<file path="src/rtl/spdif_pkg.sv">
// Shared types, constants and register codes of the S/PDIF frame encoder.
package spdif_pkg;

    localparam int AUDIO_W     = 24;
    localparam int LINE_W      = 64;
    localparam int STATUS_W    = 64;
    localparam int BLOCK_BITS  = 192;
    localparam int POS_W       = 8;
    localparam int DATA_CELLS  = 28;
    localparam int PRE_W       = 8;
    localparam int CFG_ADDR_W  = 5;
    localparam int CFG_DATA_W  = 64;

    localparam logic [POS_W-1:0] LAST_POS = POS_W'(BLOCK_BITS - 1);

    // Preamble patterns, indexed by the line level before the preamble.
    localparam logic [PRE_W-1:0] PRE_B_LO = 8'hE8;
    localparam logic [PRE_W-1:0] PRE_B_HI = 8'h17;
    localparam logic [PRE_W-1:0] PRE_M_LO = 8'hE2;
    localparam logic [PRE_W-1:0] PRE_M_HI = 8'h1D;
    localparam logic [PRE_W-1:0] PRE_W_LO = 8'hE4;
    localparam logic [PRE_W-1:0] PRE_W_HI = 8'h1B;

    localparam logic [STATUS_W-1:0] STATUS_LOW_RESET = 64'h0000_000B_0200_0004;

    typedef enum logic [1:0] {
        REG_STATUS_LOW  = 2'd0,
        REG_STATUS_MID  = 2'd1,
        REG_STATUS_HIGH = 2'd2
    } reg_index_t;

    typedef struct packed {
        logic [AUDIO_W-1:0] left_audio;
        logic [AUDIO_W-1:0] right_audio;
    } frame_t;

    typedef struct packed {
        logic [LINE_W-1:0] line_bits;
        logic              last;
    } subframe_t;

    // One classified frame as it waits between front and back.
    typedef struct packed {
        logic [AUDIO_W-1:0] left_audio;
        logic [AUDIO_W-1:0] right_audio;
        logic               status_bit;
        logic               block_start;
    } job_t;

    typedef struct packed {
        logic full;
        logic empty;
    } queue_status_t;

endpackage

</file>
<file path="src/rtl/spdif_cfg.sv">
// Configuration registers holding the 192-bit channel-status block.
module spdif_cfg (
    input  logic                             clk,
    input  logic                             rst_n,
    input  logic                             psel,
    input  logic                             penable,
    input  logic                             pwrite,
    input  logic [spdif_pkg::CFG_ADDR_W-1:0] paddr,
    input  logic [spdif_pkg::CFG_DATA_W-1:0] pwdata,
    output logic [spdif_pkg::CFG_DATA_W-1:0] prdata,
    output logic                             pready,
    output logic [spdif_pkg::BLOCK_BITS-1:0] status_block
);
    import spdif_pkg::*;

    logic [STATUS_W-1:0] low_reg;
    logic [STATUS_W-1:0] mid_reg;
    logic [STATUS_W-1:0] high_reg;
    logic [1:0]          index;
    logic                write_en;

    assign index    = paddr[CFG_ADDR_W-1:3];
    assign pready   = 1'b1;
    assign write_en = psel && penable && pwrite && pready;

    always_ff @(posedge clk or negedge rst_n)
    begin
        if (!rst_n)
        begin
            low_reg  <= STATUS_LOW_RESET;
            mid_reg  <= '0;
            high_reg <= '0;
        end
        else if (write_en)
        begin
            case (index)
                REG_STATUS_LOW:  low_reg  <= pwdata;
                REG_STATUS_MID:  mid_reg  <= pwdata;
                REG_STATUS_HIGH: high_reg <= pwdata;
                default:         ;
            endcase
        end
    end

    always_comb
    begin
        case (index)
            REG_STATUS_LOW:  prdata = low_reg;
            REG_STATUS_MID:  prdata = mid_reg;
            REG_STATUS_HIGH: prdata = high_reg;
            default:         prdata = '0;
        endcase
    end

    assign status_block = {high_reg, mid_reg, low_reg};

endmodule

</file>
<file path="src/rtl/spdif_front.sv">
// Front end: accepts frames, tracks the block position and picks the status bit.
module spdif_front (
    input  logic                             clk,
    input  logic                             rst_n,
    input  logic                             frame_valid,
    output logic                             frame_stall,
    input  spdif_pkg::frame_t                frame_beat,
    input  logic [spdif_pkg::BLOCK_BITS-1:0] status_block,
    input  spdif_pkg::queue_status_t         queue_status,
    output logic                             push,
    output spdif_pkg::job_t                  push_job
);
    import spdif_pkg::*;

    logic [POS_W-1:0] pos_reg;
    logic [POS_W-1:0] pos_next;

    assign frame_stall = queue_status.full;
    assign push        = frame_valid && !queue_status.full;

    always_comb
    begin
        push_job.left_audio  = frame_beat.left_audio;
        push_job.right_audio = frame_beat.right_audio;
        push_job.block_start = (pos_reg == '0);
        push_job.status_bit  = (pos_reg < POS_W'(BLOCK_BITS)) ? status_block[pos_reg] : 1'b0;
        pos_next = (pos_reg >= LAST_POS) ? '0 : pos_reg + POS_W'(1);
    end

    always_ff @(posedge clk or negedge rst_n)
    begin
        if (!rst_n)
        begin
            pos_reg <= '0;
        end
        else if (push)
        begin
            pos_reg <= pos_next;
        end
    end

    a_pos_in_block: assert property (@(posedge clk) disable iff (!rst_n)
        pos_reg <= LAST_POS)
        else $error("frame position left the status block");

endmodule

</file>
<file path="src/rtl/spdif_queue.sv">
// Two-entry queue of classified frames between front and back.
module spdif_queue (
    input  logic                     clk,
    input  logic                     rst_n,
    input  logic                     push,
    input  spdif_pkg::job_t          push_job,
    input  logic                     pop,
    output spdif_pkg::job_t          head_job,
    output spdif_pkg::queue_status_t status
);
    import spdif_pkg::*;

    job_t       mem_reg [2];
    logic       wr_ptr_reg;
    logic       rd_ptr_reg;
    logic [1:0] count_reg;
    logic [1:0] count_next;

    assign status.full  = (count_reg == 2'd2);
    assign status.empty = (count_reg == 2'd0);
    assign head_job     = mem_reg[rd_ptr_reg];

    always_comb
    begin
        count_next = count_reg;
        if (push && !pop)
        begin
            count_next = count_reg + 2'd1;
        end
        else if (pop && !push)
        begin
            count_next = count_reg - 2'd1;
        end
    end

    always_ff @(posedge clk)
    begin
        if (push)
        begin
            mem_reg[wr_ptr_reg] <= push_job;
        end
    end

    always_ff @(posedge clk or negedge rst_n)
    begin
        if (!rst_n)
        begin
            wr_ptr_reg <= 1'b0;
            rd_ptr_reg <= 1'b0;
            count_reg  <= 2'd0;
        end
        else
        begin
            if (push)
            begin
                wr_ptr_reg <= !wr_ptr_reg;
            end
            if (pop)
            begin
                rd_ptr_reg <= !rd_ptr_reg;
            end
            count_reg <= count_next;
        end
    end

    a_no_overflow: assert property (@(posedge clk) disable iff (!rst_n)
        !(push && status.full))
        else $error("frame pushed into a full queue");

    a_no_underflow: assert property (@(posedge clk) disable iff (!rst_n)
        !(pop && status.empty))
        else $error("frame popped from an empty queue");

    a_count_range: assert property (@(posedge clk) disable iff (!rst_n)
        count_reg != 2'd3)
        else $error("queue count out of range");

endmodule

</file>
<file path="src/rtl/spdif_back.sv">
// Back end: biphase-mark encodes one subframe per unstalled cycle into out_reg.
module spdif_back (
    input  logic                     clk,
    input  logic                     rst_n,
    input  spdif_pkg::job_t          head_job,
    input  spdif_pkg::queue_status_t queue_status,
    output logic                     pop,
    output logic                     subframe_valid,
    input  logic                     subframe_stall,
    output spdif_pkg::subframe_t     subframe_beat
);
    import spdif_pkg::*;

    logic                  level_reg;
    logic                  right_reg;
    logic                  valid_reg;
    subframe_t             out_reg;
    logic                  advance;
    logic                  fire;
    logic [PRE_W-1:0]      pat;
    logic [AUDIO_W-1:0]    audio;
    logic [DATA_CELLS-1:0] data;
    logic [LINE_W-1:0]     word;
    logic                  level_next;

    // The level before each cell is the preamble's last UI, flipped once per
    // earlier cell and once more for each earlier one bit.
    function automatic logic [LINE_W-1:0] encode(input logic [PRE_W-1:0] p,
                                                 input logic [DATA_CELLS-1:0] d);
        logic [LINE_W-1:0]     w;
        logic [DATA_CELLS-1:0] mask;
        logic                  lvl;
        w = '0;
        for (int i = 0; i < PRE_W; i++)
        begin
            w[i] = p[PRE_W-1-i];
        end
        for (int i = 0; i < DATA_CELLS; i++)
        begin
            mask = (DATA_CELLS'(1) << i) - DATA_CELLS'(1);
            lvl = p[0] ^ 1'(i % 2) ^ (^(d & mask));
            w[PRE_W + 2*i]     = !lvl;
            w[PRE_W + 2*i + 1] = !lvl ^ d[i];
        end
        return w;
    endfunction

    assign advance = !valid_reg || !subframe_stall;
    assign fire    = advance && !queue_status.empty;
    assign pop     = fire && right_reg;

    always_comb
    begin
        if (right_reg)
        begin
            pat = level_reg ? PRE_W_HI : PRE_W_LO;
        end
        else if (head_job.block_start)
        begin
            pat = level_reg ? PRE_B_HI : PRE_B_LO;
        end
        else
        begin
            pat = level_reg ? PRE_M_HI : PRE_M_LO;
        end
        audio = right_reg ? head_job.right_audio : head_job.left_audio;
        data = {(^audio) ^ head_job.status_bit, head_job.status_bit, 2'b00, audio};
        word = encode(pat, data);
        // An even number of cells, so only the count of one bits moves the level.
        level_next = pat[0] ^ (^data);
    end

    always_ff @(posedge clk)
    begin
        if (fire)
        begin
            out_reg.line_bits <= word;
            out_reg.last      <= right_reg;
        end
    end

    always_ff @(posedge clk or negedge rst_n)
    begin
        if (!rst_n)
        begin
            level_reg <= 1'b0;
            right_reg <= 1'b0;
            valid_reg <= 1'b0;
        end
        else if (fire)
        begin
            level_reg <= level_next;
            right_reg <= !right_reg;
            valid_reg <= 1'b1;
        end
        else if (!subframe_stall)
        begin
            valid_reg <= 1'b0;
        end
    end

    assign subframe_valid = valid_reg;
    assign subframe_beat  = out_reg;

    a_last_follows_phase: assert property (@(posedge clk) disable iff (!rst_n)
        fire |=> (subframe_beat.last == $past(right_reg)))
        else $error("subframe marked with the wrong side");

endmodule

</file>
<file path="src/rtl/spdif_frame_bmc_encoder_unit.sv">
// Top level of the S/PDIF frame encoder with biphase-mark line coding.
//
//  channel    direction  beat          handshake
//  frame      in         frame_t       frame_valid / frame_stall
//  subframe   out        subframe_t    subframe_valid / subframe_stall
//  config     in         64-bit APB    psel, penable, pwrite, pready
//
// Each frame yields two subframe beats, left then right, one per cycle from
// the encoder's output register while the subframe side does not stall.
// A new frame is taken while earlier ones wait in the two-entry queue.
// Reset clears the queue, the block position and the line level, and loads
// the status registers with their defaults; no clearing pass is needed.
// A stall on the subframe side holds the output beat; frames back up into
// the queue and frame_stall rises once it is full.
module spdif_frame_bmc_encoder_unit (
    input  logic                             clk,
    input  logic                             rst_n,
    input  logic                             frame_valid,
    output logic                             frame_stall,
    input  spdif_pkg::frame_t                frame_beat,
    output logic                             subframe_valid,
    input  logic                             subframe_stall,
    output spdif_pkg::subframe_t             subframe_beat,
    input  logic                             psel,
    input  logic                             penable,
    input  logic                             pwrite,
    input  logic [spdif_pkg::CFG_ADDR_W-1:0] paddr,
    input  logic [spdif_pkg::CFG_DATA_W-1:0] pwdata,
    output logic [spdif_pkg::CFG_DATA_W-1:0] prdata,
    output logic                             pready
);
    import spdif_pkg::*;

    logic [BLOCK_BITS-1:0] status_block;
    queue_status_t         queue_status;
    logic                  push;
    logic                  pop;
    job_t                  push_job;
    job_t                  head_job;

    spdif_cfg u_cfg (
        .clk          (clk),
        .rst_n        (rst_n),
        .psel         (psel),
        .penable      (penable),
        .pwrite       (pwrite),
        .paddr        (paddr),
        .pwdata       (pwdata),
        .prdata       (prdata),
        .pready       (pready),
        .status_block (status_block)
    );

    spdif_front u_front (
        .clk          (clk),
        .rst_n        (rst_n),
        .frame_valid  (frame_valid),
        .frame_stall  (frame_stall),
        .frame_beat   (frame_beat),
        .status_block (status_block),
        .queue_status (queue_status),
        .push         (push),
        .push_job     (push_job)
    );

    spdif_queue u_queue (
        .clk      (clk),
        .rst_n    (rst_n),
        .push     (push),
        .push_job (push_job),
        .pop      (pop),
        .head_job (head_job),
        .status   (queue_status)
    );

    spdif_back u_back (
        .clk            (clk),
        .rst_n          (rst_n),
        .head_job       (head_job),
        .queue_status   (queue_status),
        .pop            (pop),
        .subframe_valid (subframe_valid),
        .subframe_stall (subframe_stall),
        .subframe_beat  (subframe_beat)
    );

endmodule

</file>
<file path="config.mk">
export PLATFORM = sky130hd
export DESIGN_NAME = spdif_frame_bmc_encoder_unit
export DESIGN_NICKNAME = d
export VERILOG_FILES = /design/src/rtl/spdif_pkg.sv /design/src/rtl/spdif_cfg.sv /design/src/rtl/spdif_front.sv /design/src/rtl/spdif_queue.sv /design/src/rtl/spdif_back.sv /design/src/rtl/spdif_frame_bmc_encoder_unit.sv
export SDC_FILE = /design/constraint.sdc
export NUM_CORES = 1
export LEC_CHECK = 0
export BUFFER_PORTS_ARGS = -buffer_cell sky130_fd_sc_hd__buf_2
export CAP_MARGIN = 25
export CORE_ASPECT_RATIO = 1.5
export CORE_UTILIZATION = 50
export DETAILED_ROUTE_END_ITERATION = 8
export GPL_TIMING_DRIVEN = 0
export PLACE_DENSITY = 0.71
export SLEW_MARGIN = 20
export SYNTH_ARGS = -nofsm -noshare
export SYNTH_HDL_FRONTEND = slang
export SYNTH_HIERARCHICAL = 1
export SYNTH_SLANG_ARGS = --single-unit
</file>
<file path="constraint.sdc">
create_clock -name clk -period 13.54 [get_ports clk]
set_input_delay 2.708 -clock clk [delete_from_list [all_inputs] [get_ports clk]]
set_output_delay 2.708 -clock clk [all_outputs]
set_load 0.02 [all_outputs]
</file>
==> metrics.md, run 1 <==
| Metric | Value |
|---|---|
| H-Tree Depth | `2` |
| Startpoint Class | `input pin` |
| Switching share of power | `0.362` |
| Hold-fix buffers, CTS | `0` |
| Ys async rst share | `0.567` |
| Clock-pin slew on the worst setup and hold paths | `around 60 ps` |
| Setup_tns | `0 ps` |
| F_max | `between 0.1 and 0.15 GHz` |
| Total die area | `around 0.037 mm²` |
| Final setup fails | `0` |
| Fin. max-slew vios | `0` |
| DR WL/cell | `21.4 µm` |
| Die width | `158 µm` |
| Fraction of the mapped netlist area in simple logic gates | `0.0326` |
| Mapped Area | `around 0.018 mm²` |
| Sink Count | `between 300 and 400` |
| Period minus WS final | `~7300 ps` |
| PD cells | `approximately 300 mW/mm²` |
| CTS tree | `yes` |
| Nets | `roughly 1,600` |
| Gpl congestion | `~0.9` |
| Tightest Pin Transition | `roughly 1100 ps` |
| Multi-input logic area | `~0.0074 mm²` |
| Mean Syn Cell Area | `14.8 µm²` |
| Static Leak | `~9.3 nW` |
| Worst vdd ir | `between 0.2 and 0.3 mV` |
| I/O pin count | `~260` |
| Worst skew pair latency | `approximately 520 ps` |
| Compound-Gate Fraction of Synth Area | `0.0332` |
| Placed Cells | `about 1,900` |
| Finished Layout Cells | `roughly 2,000` |
| Num CTS Buffers | `36` |
| RSZ-0062 raised after global routing | `false` |
| Final ANT Viol Nets | `0` |
| Worst path required time | `between 10,000 and 15,000 ps` |
| PostCTS Resize Cnt | `0` |
| Max FFs per register | `100` |
| Register area | `just under 0.01 mm²` |
| Core Region | `between 0.03 and 0.04 mm²` |
| Die height | `about 240 µm` |
| Critical path arrival | `around 4600 ps` |
| Clock share of power | `0.155` |
| Post-synth top flop | `dfrtp_1` |
| CTS root buffer | `clkbuf_16` |
| Start-to-end type of the worst setup path | `input pin to output port` |
| DR vias/cell | `between 5 and 6` |
| Syn Inst Count | `approximately 1,200` |
| Drt pass-1 iters | `5` |
| Synth Area in Adders | `0.00205` |
| Mux share of post-synthesis cell area | `0.284` |
| Largest net degree at the start of global routing | `98` |
| Initial antenna violation count | `3` |
| Number of synthesized flops with an enable pin | `roughly 160` |
| Register bit total from synthesis | `approximately 370` |
| Status | `complete, no violations` |
| Clock tree buffer depth | `3` |
| Max-cap violation count | `0` |
| Pint | `between 4 and 5 mW` |
| Syn_nets | `1,366` |
| Crit share post-route | `0.539` |
| Overall routing resource usage | `0.233` |
| Worst slew margin | `0.291` |
| Seq/Total Area, Yosys | `0.543` |
| Comb pwr share | `0.523` |
| Initial Util | `0.509` |
| Post-Synth XOR/XNOR Area | `0.0504` |
| Post-Route WL | `roughly 43,000 µm` |
| Share of cells above drive strength 1 | `0.441` |
| Fin Clk Skew | `about 14 ps` |
| DP HPWL | `about 31,000 µm` |
| Via Count | `about 11,000` |
| I/O Buffers | `203` |
| YS warnings | `6` |
| Fill count | `roughly 2,900` |
| Type of the tightest min-delay check | `flop to flop` |
| Grt ovf | `0` |
| Critical Path End Type | `output port` |
| Crit Path Max Fanout | `10` |
| First-pass GRT wire length | `65,200 µm` |
| Initial DRC Count | `606` |
| Largest family of logic cells by synthesized area | `multiplexers` |
| Net Switching | `roughly 2.3 mW` |
| Setup Buffers After CTS | `0` |
| Final Hold Vio Count | `0` |
| Vias in the first global route | `between 10,000 and 15,000` |
| Layout area overhead | `16.2%` |
| Synth cell types | `about 60` |
| # DRC | `0` |
| Sequential Power Share | `0.322` |
| Row count | `between 80 and 90` |
==> cell usage after synthesis (all sizes together) (2+ instances only) <==
library cell / instances / share of area
inv: 18 / 0.0037
nand2: 85 / 0.017
o22ai: 4 / 0.0014
mux2i: 97 / 0.054
mux2: 250 / 0.17
a21o: 2 / 0.00082
dfrtp: 202 / 0.28
o21ai: 73 / 0.020
a31oi: 2 / 0.00068
dfstp: 5 / 0.0072
clkbuf: 17 / 0.0035
o31ai: 3 / 0.0012
nor2b: 8 / 0.0027
nand3: 11 / 0.0030
mux4: 45 / 0.055
a21oi: 12 / 0.0033
edfxtp: 158 / 0.26
nor2: 13 / 0.0027
xor2: 36 / 0.017
nor3: 2 / 0.00082
xnor3: 6 / 0.0076
or3: 3 / 0.0010
nand4: 2 / 0.00068
a211oi: 3 / 0.0012
ha: 3 / 0.0021
xnor2: 42 / 0.024
and2: 2 / 0.00068
buf: 114 / 0.047
nand2b: 3 / 0.0010
==> cell type report <==
cell class              count  area share
plain buffers             131      0.0435
well taps                 478      0.0282
clock inverters            10     0.00601
diodes                      3    0.000353
inverters                  19     0.00336
multi-input cells         724       0.347
repair buffers            209      0.0561
flip-flops and latches    365       0.467
clock buffers              52      0.0476
==> critical path, cell delays in order <==
cell     delay [ps]
buf_2           130
buf_2           280
nor2b_1         160
buf_2           300
buf_1           480
nand2_1          90
o21ai_0         190
buf_2           250
==> layout by cell type (no fill, tap or decap), drive strengths merged, types with 4 or more instances in the layout <==
master,count
nor2,13
nand2,85
clkinv,7
mux4,45
a21oi,12
nand3,11
mux2i,97
buf,323
o21ai,73
inv,18
edfxtp,158
o22ai,4
mux2,250
nor2b,8
xnor2,42
clkbuf,69
dfstp,5
xor2,36
dfrtp,202
xnor3,6
==> cell families after synthesis <==
family	after synthesis
other	1
DFF	365
AOI/OAI and AO/OA	108
xor gates and xnor gates	85
and+or+nand+nor	135
muxes	392
buffers and inverters	150
adders and majority gates	3
==> power groups by stage <==
stage / Clock [mW] / Combinational (mW) / Sequential, mW
detailed placement: 0 / 3.30 / 2.06
floorplan: 0 / 2.49 / 2.14
finish: 0.980 / 3.31 / 2.03
global route: 1.05 / 3.58 / 2.08
global placement: 0 / 3.19 / 2.06
CTS: 1.01 / 3.34 / 2.04
==> through the flow <==
step / setup slack [ps] / hold slack [ps] / cell area [µm²] / utilization / power, mW
after floorplan: 6810 / 420 / 18300 / - / 4.63
after detailed placement: 6230 / 429 / 20100 / 0.559 / 5.36
after global routing: 6160 / 452 / 21200 / 0.591 / 6.70
after global placement: 5930 / 427 / 19900 / 0.554 / 5.25
final: 6240 / 441 / 21200 / 0.591 / 6.32
after CTS: 6220 / 444 / 21200 / 0.591 / 6.38
==> layer usage <==
layer | share of wire | vias to the layer above | GRT usage | routed length [µm]
met1 | 0.38 | 5484 | 0.270 | 16100
met5 | 0.00085 | - | 0 | 36
met4 | 0.035 | 6 | 0.0915 | 1480
met2 | 0.54 | 332 | 0.423 | 22900
li1 | - | 4963 | - | -
met3 | 0.049 | 91 | 0.0369 | 2080
==> path summary, 6_finish.rpt <==
path	from	end	slack (ps)	cells past startpoint
worst max-delay path	paddr[4]	prdata[42]	6240	8
worst min-delay path	u_back/level_reg	u_back/subframe_beat[8]	440	0
worst max register to register	u_queue/rd_ptr_reg	u_back/subframe_beat[60]	10350	9
worst min register to register	u_back/level_reg	u_back/subframe_beat[8]	440	0
max in group asynchronous	rst_n	u_cfg/high_reg[49]	10270	3
min in group asynchronous	rst_n	u_cfg/high_reg[25]	2020	1
Note: power is estimated with default switching activity, not from simulation.
==> run 2: changes to the inputs <==
--- a/config.mk
+++ b/config.mk
@@ -11,7 +11,7 @@
 export CORE_UTILIZATION = 50
 export DETAILED_ROUTE_END_ITERATION = 8
 export GPL_TIMING_DRIVEN = 0
-export PLACE_DENSITY = 0.71
+export PLACE_DENSITY = 0.74
 export SLEW_MARGIN = 20
 export SYNTH_ARGS = -nofsm -noshare
 export SYNTH_HDL_FRONTEND = slang
==> constraint.sdc (replaced) <==
create_clock -name clk -period 6.2 [get_ports clk]
set_input_delay 1.24 -clock clk [delete_from_list [all_inputs] [get_ports clk]]
set_output_delay 1.24 -clock clk [all_outputs]
set_load 0.02 [all_outputs]
==> metrics.md, run 2 (synthesis results as in run 1) <==
| Metric | Value |
|---|---|
| DR vias/cell | `5.49 (+0.43%)` |
| Worst slew margin | `0.361 (+0.0693)` |
| Sequential Power Share | `0.320 (-0.002)` |
| Initial DRC Count | `550 (-9.2%)` |
| Die width | `158 µm (unchanged)` |
| Sink Count | `365 (unchanged)` |
| Total Power | `13.9 mW (+120%)` |
| DP HPWL | `31,000 µm (-0.31%)` |
| Most frequent cells in the layout | `buf_2 (231), dfrtp_1 (202), edfxtp_1 (158)` |
| Initial antenna violation count | `3 (unchanged)` |
| Comb pwr share | `0.518 (-0.005)` |
| Setup Buffers After CTS | `0 (unchanged)` |
| Largest net degree at the start of global routing | `98 (unchanged)` |
| Status | `complete, no violations` |
| Start-to-end type of the worst setup path | `input pin to output port` |
| Final worst setup slack | `1860 ps (-4380 ps)` |
| Max FFs per register | `100 (unchanged)` |
| Fin. max-slew vios | `0 (unchanged)` |
| Utilization after layout | `0.593 (+0.00157)` |
| Tightest Pin Transition | `954 ps (-103 ps)` |
| Total die area | `0.0374 mm² (unchanged)` |
| Critical path arrival | `3100 ps (-1490 ps)` |
| Multi-input logic area | `0.00738 mm² (unchanged)` |
| Hold-fix buffers, CTS | `0 (unchanged)` |
| I/O pin count | `256 (unchanged)` |
| Placed Area | `0.0201 mm² (unchanged)` |
| Final Hold Vio Count | `0 (unchanged)` |
| Clock share of power | `0.162 (+0.007)` |
| Gpl congestion | `0.857 (-2.4%)` |
| Placed Cells | `1,926 (unchanged)` |
| Clock tree buffer depth | `3 (unchanged)` |
| Post-Route WL | `42,400 µm (-0.50%)` |
| Commonest non-fill, non-tap cell in the layout | `buf_2` |
| RSZ-0062 raised after global routing | `false` |
| Final setup fails | `0 (unchanged)` |
| Crit Path Max Fanout | `10 (unchanged)` |
| Clock-pin slew on the worst setup and hold paths | `60 ps (about the same)` |
| Reg2reg path depth | `9 (unchanged)` |
| Worst path required time | `4960 ps (-5870 ps)` |
| PostCTS Resize Cnt | `0 (unchanged)` |
| Grt ovf | `0 (unchanged)` |
| Max-cap violation count | `0 (unchanged)` |
| Worst vdd ir | `0.701 mV (+140%)` |
| H-Tree Depth | `2 (unchanged)` |
| Static Leak | `9.32 nW (+0.40%)` |
| Core Region | `0.0359 mm² (unchanged)` |
| Dpl ws | `1840 ps (-4380 ps)` |
| Register area | `0.00993 mm² (unchanged)` |
| Fin Clk Skew | `10.9 ps (-2.97 ps)` |
| Overall routing resource usage | `0.231 (-0.00173)` |
| Critical Path End Type | `output port` |
| PD cells | `651 mW/mm² (+120%)` |
| First-pass GRT wire length | `64,700 µm (-0.84%)` |
| Die height | `236 µm (unchanged)` |
| Setup_tns | `0 ps (unchanged)` |
| # DRC | `0 (unchanged)` |
| Type of the tightest min-delay check | `flop to flop` |
| Share of cells above drive strength 1 | `0.447 (+0.00559)` |
| Crit share post-route | `0.700` |
| Switching share of power | `0.359 (-0.00315)` |
| Initial Util | `0.509 (unchanged)` |
| Drt pass-1 iters | `5 (unchanged)` |
| DR WL/cell | `21.3 µm (-0.35%)` |
| Net Switching | `4.98 mW (+120%)` |
| I/O Buffers | `203 (unchanged)` |
| Pint | `8.89 mW (+120%)` |
| Via Count | `10,900 (+0.28%)` |
| Layout area overhead | `16.5%` |
| R2r setup slk | `3070 ps (-7280 ps)` |
| CTS root buffer | `clkbuf_16` |
| CTS tree | `yes` |
| FF-to-FF Start | `u_queue/rd_ptr_reg` |
| Crit. Startpoint | `paddr[4]` |
| Final ANT Viol Nets | `0 (unchanged)` |
| Critical Path Sink | `prdata[42]` |
| Nets | `1,614 (+0.062%)` |
| Vias in the first global route | `11,300 (+0.19%)` |
| Row count | `85 (unchanged)` |
| Period minus WS final | `4340 ps` |
| R2r endpoint | `u_back/subframe_beat[60]` |
| Fill count | `2,850 (-2.1%)` |
| Worst hold slack | `463 ps (+22.2 ps)` |
| Num CTS Buffers | `37 (+2.8%)` |
| Startpoint Class | `input pin` |
| Finished Layout Cells | `1,988 (-0.15%)` |
| Post-route cell area | `0.0213 mm² (+0.26%)` |
| F_max | `~0.23 GHz` |
| Worst skew pair latency | `520 ps (about the same)` |
## run 2: cell types whose count changed in the layout (fill, tap and decap cells not counted)
cell,before,now
bufinv_16,3,6
clkbuf_1,29,23
clkbuf_8,3,0
clkinv_1,4,1
clkinv_2,2,8
clkinv_4,1,2
clkinvlp_4,1,2
diode_2,3,1
## run 2: metal layers
| metal | share of wire | GRT usage | vias to the layer above |
|---|---|---|---|
| met3 | 0.054 | 0.0389 | 104 |
| li1 | - | - | 4938 |
| met5 | 0.00064 | 0 | - |
| met1 | 0.37 | 0.267 | 5464 |
| met2 | 0.53 | 0.411 | 396 |
| met4 | 0.042 | 0.108 | 4 |
## run 2: final cells by class
type                       instances  area share
timing repair buffer             209      0.0559
buffer                           131      0.0434
clock buffer                      43      0.0445
multi-input combinational        724       0.347
antenna                            1    0.000117
sequential                       365       0.466
inverter                          19     0.00335
tap                              478      0.0281
clock inverter                    18      0.0119
## run 2: worst max-delay path, stage by stage
cell	delay, ps
buf_2	130
buf_2	280
nor2b_1	160
buf_2	280
buf_1	480
nand2_1	90
o21ai_0	190
buf_2	250
## run 2: worst min-delay path by stage
stage / startpoint / to / slack, ps / cells past startpoint
after global routing: u_back/level_reg / u_back/subframe_beat[8] / 460 / 0
after CTS: u_back/level_reg / u_back/subframe_beat[8] / 460 / 0
final: u_back/level_reg / u_back/subframe_beat[8] / 460 / 0
after detailed placement: u_back/level_reg / u_back/subframe_beat[8] / 450 / 0
after floorplan: u_back/level_reg / u_back/subframe_beat[8] / 420 / 0
after global placement: u_back/level_reg / u_back/subframe_beat[8] / 420 / 0
## run 2: power groups by stage
stage / Combinational [mW] / Clock [mW] / Sequential (mW)
after CTS: 7.22 / 2.31 / 4.44
final: 7.18 / 2.25 / 4.44
after floorplan: 5.43 / 0 / 4.68
after global routing: 7.73 / 2.39 / 4.53
after global placement: 6.96 / 0 / 4.49
after detailed placement: 7.18 / 0 / 4.49
==> run 3: changes to the inputs <==
--- a/config.mk
+++ b/config.mk
@@ -5,13 +5,14 @@
 export SDC_FILE = /design/constraint.sdc
 export NUM_CORES = 1
 export LEC_CHECK = 0
+export ABC_AREA = 1
 export BUFFER_PORTS_ARGS = -buffer_cell sky130_fd_sc_hd__buf_2
 export CAP_MARGIN = 25
 export CORE_ASPECT_RATIO = 1.5
 export CORE_UTILIZATION = 50
 export DETAILED_ROUTE_END_ITERATION = 8
 export GPL_TIMING_DRIVEN = 0
-export PLACE_DENSITY = 0.74
+export PLACE_DENSITY = 0.73
 export SLEW_MARGIN = 20
 export SYNTH_ARGS = -nofsm -noshare
 export SYNTH_HDL_FRONTEND = slang
==> constraint.sdc (replaced) <==
create_clock -name clk -period 3.7 [get_ports clk]
set_input_delay 0.74 -clock clk [delete_from_list [all_inputs] [get_ports clk]]
set_output_delay 0.74 -clock clk [all_outputs]
set_load 0.02 [all_outputs]
==> metrics.md, run 3 <==
| Metric | Value |
|---|---|
| Status | `complete, no violations` |
| CTS root buffer | `clkbuf_16` |
| Setup_tns | `0 ps (unchanged)` |
| Mapped Area | `0.0198 mm² (+8.0%)` |
| Mean Syn Cell Area | `8.30 µm² (-44%)` |
| I/O pin count | `256 (unchanged)` |
| Period minus WS final | `about 3000 ps` |
| Post-Route WL | `58,000 µm (+37%)` |
| Die width | `164 µm (+3.9%)` |
| Net Switching | `9.49 mW (+91%)` |
| YS warnings | `6 (unchanged)` |
| Critical Path End Type | `output port` |
| FF-to-FF Start | `u_queue/rd_ptr_reg` |
| Die height | `245 µm (+3.9%)` |
| RSZ-0062 raised after global routing | `false` |
| Commonest non-fill, non-tap cell in the layout | `nand2_1` |
| Crit Path Max Fanout | `10 (unchanged)` |
| Final ANT Viol Nets | `0 (unchanged)` |
| Seq/Total Area, Yosys | `0.503 (-0.0403)` |
| Tightest Pin Transition | `908 ps (-45.7 ps)` |
| Top post-synthesis cells by area | `dfrtp_1 (26%), edfxtp_1 (24%), nand2_1 (22%), nand3_1 (3.8%), mux2_4 (3.7%)` |
| I/O Buffers | `203 (unchanged)` |
| First-pass GRT wire length | `88,800 µm (+37%)` |
| Final setup fails | `0 (unchanged)` |
| Worst path required time | `2960 ps (-2000 ps)` |
| Crit. Startpoint | `paddr[4]` |
| DR vias/cell | `5.28 (-3.7%)` |
| Worst path most repeated cell | `buf_2` |
| Nets | `2,757 (+71%)` |
| WP buf/inv | `4 (-1)` |
| DR WL/cell | `18.4 µm (-14%)` |
| Final Hold Vio Count | `0 (unchanged)` |
| Clock-pin slew on the worst setup and hold paths | `60 ps (about the same)` |
| H-Tree Depth | `2 (unchanged)` |
| Crit share post-route | `0.789` |
| Hold-fix buffers, CTS | `0 (unchanged)` |
| Via Count | `16,700 (+53%)` |
| Initial Util | `0.511 (+0.00243)` |
| Placed Cells | `3,085 (+60%)` |
| Total Power | `21.7 mW (+57%)` |
| Yosys top cell area share | `0.256 (-0.0205)` |
| PostCTS Resize Cnt | `0 (unchanged)` |
| Largest net degree at the start of global routing | `91 (-7.1%)` |
| CP max stage cell | `buf_2` |
| Overall routing resource usage | `0.292 (+0.0606)` |
| Synth cell types | `45 (-26%)` |
| Total die area | `0.0403 mm² (+7.9%)` |
| Type of the tightest min-delay check | `input pin to async pin` |
| Syn Inst Count | `2,381 (+92%)` |
| Register bit total from synthesis | `365 (unchanged)` |
| Initial antenna violation count | `7 (+4)` |
| Num CTS Buffers | `38 (+2.7%)` |
| Fin Clk Skew | `27.5 ps (+16.6 ps)` |
| Initial DRC Count | `1,453 (+160%)` |
| Comb pwr share | `0.514 (-0.004)` |
| Syn_nets | `2,508 (+84%)` |
| Max stage delay on crit path | `350 ps (-130 ps)` |
| Top post-synthesis cells by count | `nand2_1 (1,157), dfrtp_1 (202), edfxtp_1 (158)` |
| DP HPWL | `42,100 µm (+36%)` |
| Sequential Power Share | `0.307 (-0.013)` |
| Share of cells above drive strength 1 | `0.212 (-0.235)` |
| PD cells | `950 mW/mm² (+46%)` |
| Layout area overhead | `15.7%` |
| Vias in the first global route | `16,400 (+46%)` |
| Crit-path cells | `buf_2, nor2_1, buf_2, buf_2, nand2_1, nand3_1, buf_2` |
| Clock share of power | `0.179 (+0.017)` |
| Gpl congestion | `0.947 (+11%)` |
| Clock tree buffer depth | `3 (unchanged)` |
| Post-synth top flop | `dfrtp_1` |
| Dpl ws | `806 ps (-1040 ps)` |
| Worst vdd ir | `0.934 mV (+33%)` |
| Setup Buffers After CTS | `0 (unchanged)` |
| F_max | `~0.34 GHz` |
| Critical path arrival | `2180 ps (-920 ps)` |
| Start-to-end type of the worst setup path | `input pin to output port` |
| Crit-path leading delay family | `buffers and inverters` |
| Worst slew margin | `0.395 (+0.0339)` |
| Grt ovf | `0 (unchanged)` |
| Final worst setup slack | `781 ps (-1080 ps)` |
| Startpoint Class | `input pin` |
| Synth area leader | `dfrtp_1` |
| # DRC | `0 (unchanged)` |
| Ys async rst share | `0.567 (unchanged)` |
| Most frequent cells in the layout | `nand2_1 (1,157), buf_2 (231), dfrtp_1 (202)` |
| Drt pass-1 iters | `9 (+4)` |
| Switching share of power | `0.437 (+0.0781)` |
| Sink Count | `365 (unchanged)` |
| Number of synthesized flops with an enable pin | `158 (unchanged)` |
| Row count | `88 (+3.5%)` |
| Fin. max-slew vios | `0 (unchanged)` |
| Core Region | `0.0386 mm² (+7.5%)` |
| Max-cap violation count | `0 (unchanged)` |
| Utilization after layout | `0.591 (-0.00139)` |
| Max FFs per register | `100 (unchanged)` |
| CTS tree | `yes` |
| Most common cell in the netlist | `nand2_1` |
| Finished Layout Cells | `3,158 (+59%)` |
| Worst skew pair latency | `550 ps (+30 ps)` |
| Pint | `12.2 mW (+37%)` |
| Static Leak | `11.7 nW (+26%)` |
## run 3: through the flow
step	area [µm²]	hold WS [ps]
after floorplan	19800	444
after global placement	21400	459
after detailed placement	21600	462
after CTS	22800	151
after global routing	22800	166
final	22800	135
## run 3: per-layer routing
layer / part of all wire / GRT usage
met1: 0.35 / 0.320
met5: 0.00091 / 0
met3: 0.073 / 0.0487
met2: 0.50 / 0.503
met4: 0.076 / 0.215
## run 3: layout make-up
type / count / area (µm²)
Fill cell: 3488 / 15800
Sequential cell: 365 / 9930
Multi-Input combinational cell: 1680 / 7730
Buffer: 172 / 1490
Timing Repair Buffer: 209 / 1180
Clock buffer: 56 / 1130
Inverter: 164 / 621
Tap cell: 495 / 619
Clock inverter: 14 / 139
Antenna cell: 3 / 7.51
## run 3: final timing paths
| kind | depth (start not counted) | slack (ps) | end |
|---|---|---|---|
| setup / recovery | 7 | 780 | prdata[39] |
| hold / removal | 1 | 130 | u_cfg/mid_reg[53] |
| setup reg to reg | 16 | 980 | u_back/subframe_beat[43] |
| hold reg to reg | 0 | 460 | u_back/subframe_beat[0] |
| max in group asynchronous | 2 | 2720 | u_cfg/high_reg[16] |
| min in group clk | 1 | 390 | u_queue/mem_reg[0][5] |
## run 3: power by group through the flow
stage               registers, mW  logic [mW]  clock network (mW)
floorplan                    7.03        7.60                   0
global placement             6.71        10.4                   0
detailed placement           6.73        10.9                   0
CTS                          6.66        11.0                3.96
global route                 6.78        12.1                4.10
finish                       6.66        11.2                3.89
## run 3: cells by family (layout without fill, tap and decap cells)
logic type	after synthesis	in the layout	share of synthesized area
compound gates	100	100	0.0269
xor+xnor	32	32	0.0165
fa+ha+maj	3	3	0.00190
buf+inv	336	615	0.107
flops	365	365	0.503
mux	50	50	0.0378
other cells	1	4	0.000190
simple gates	1494	1494	0.307
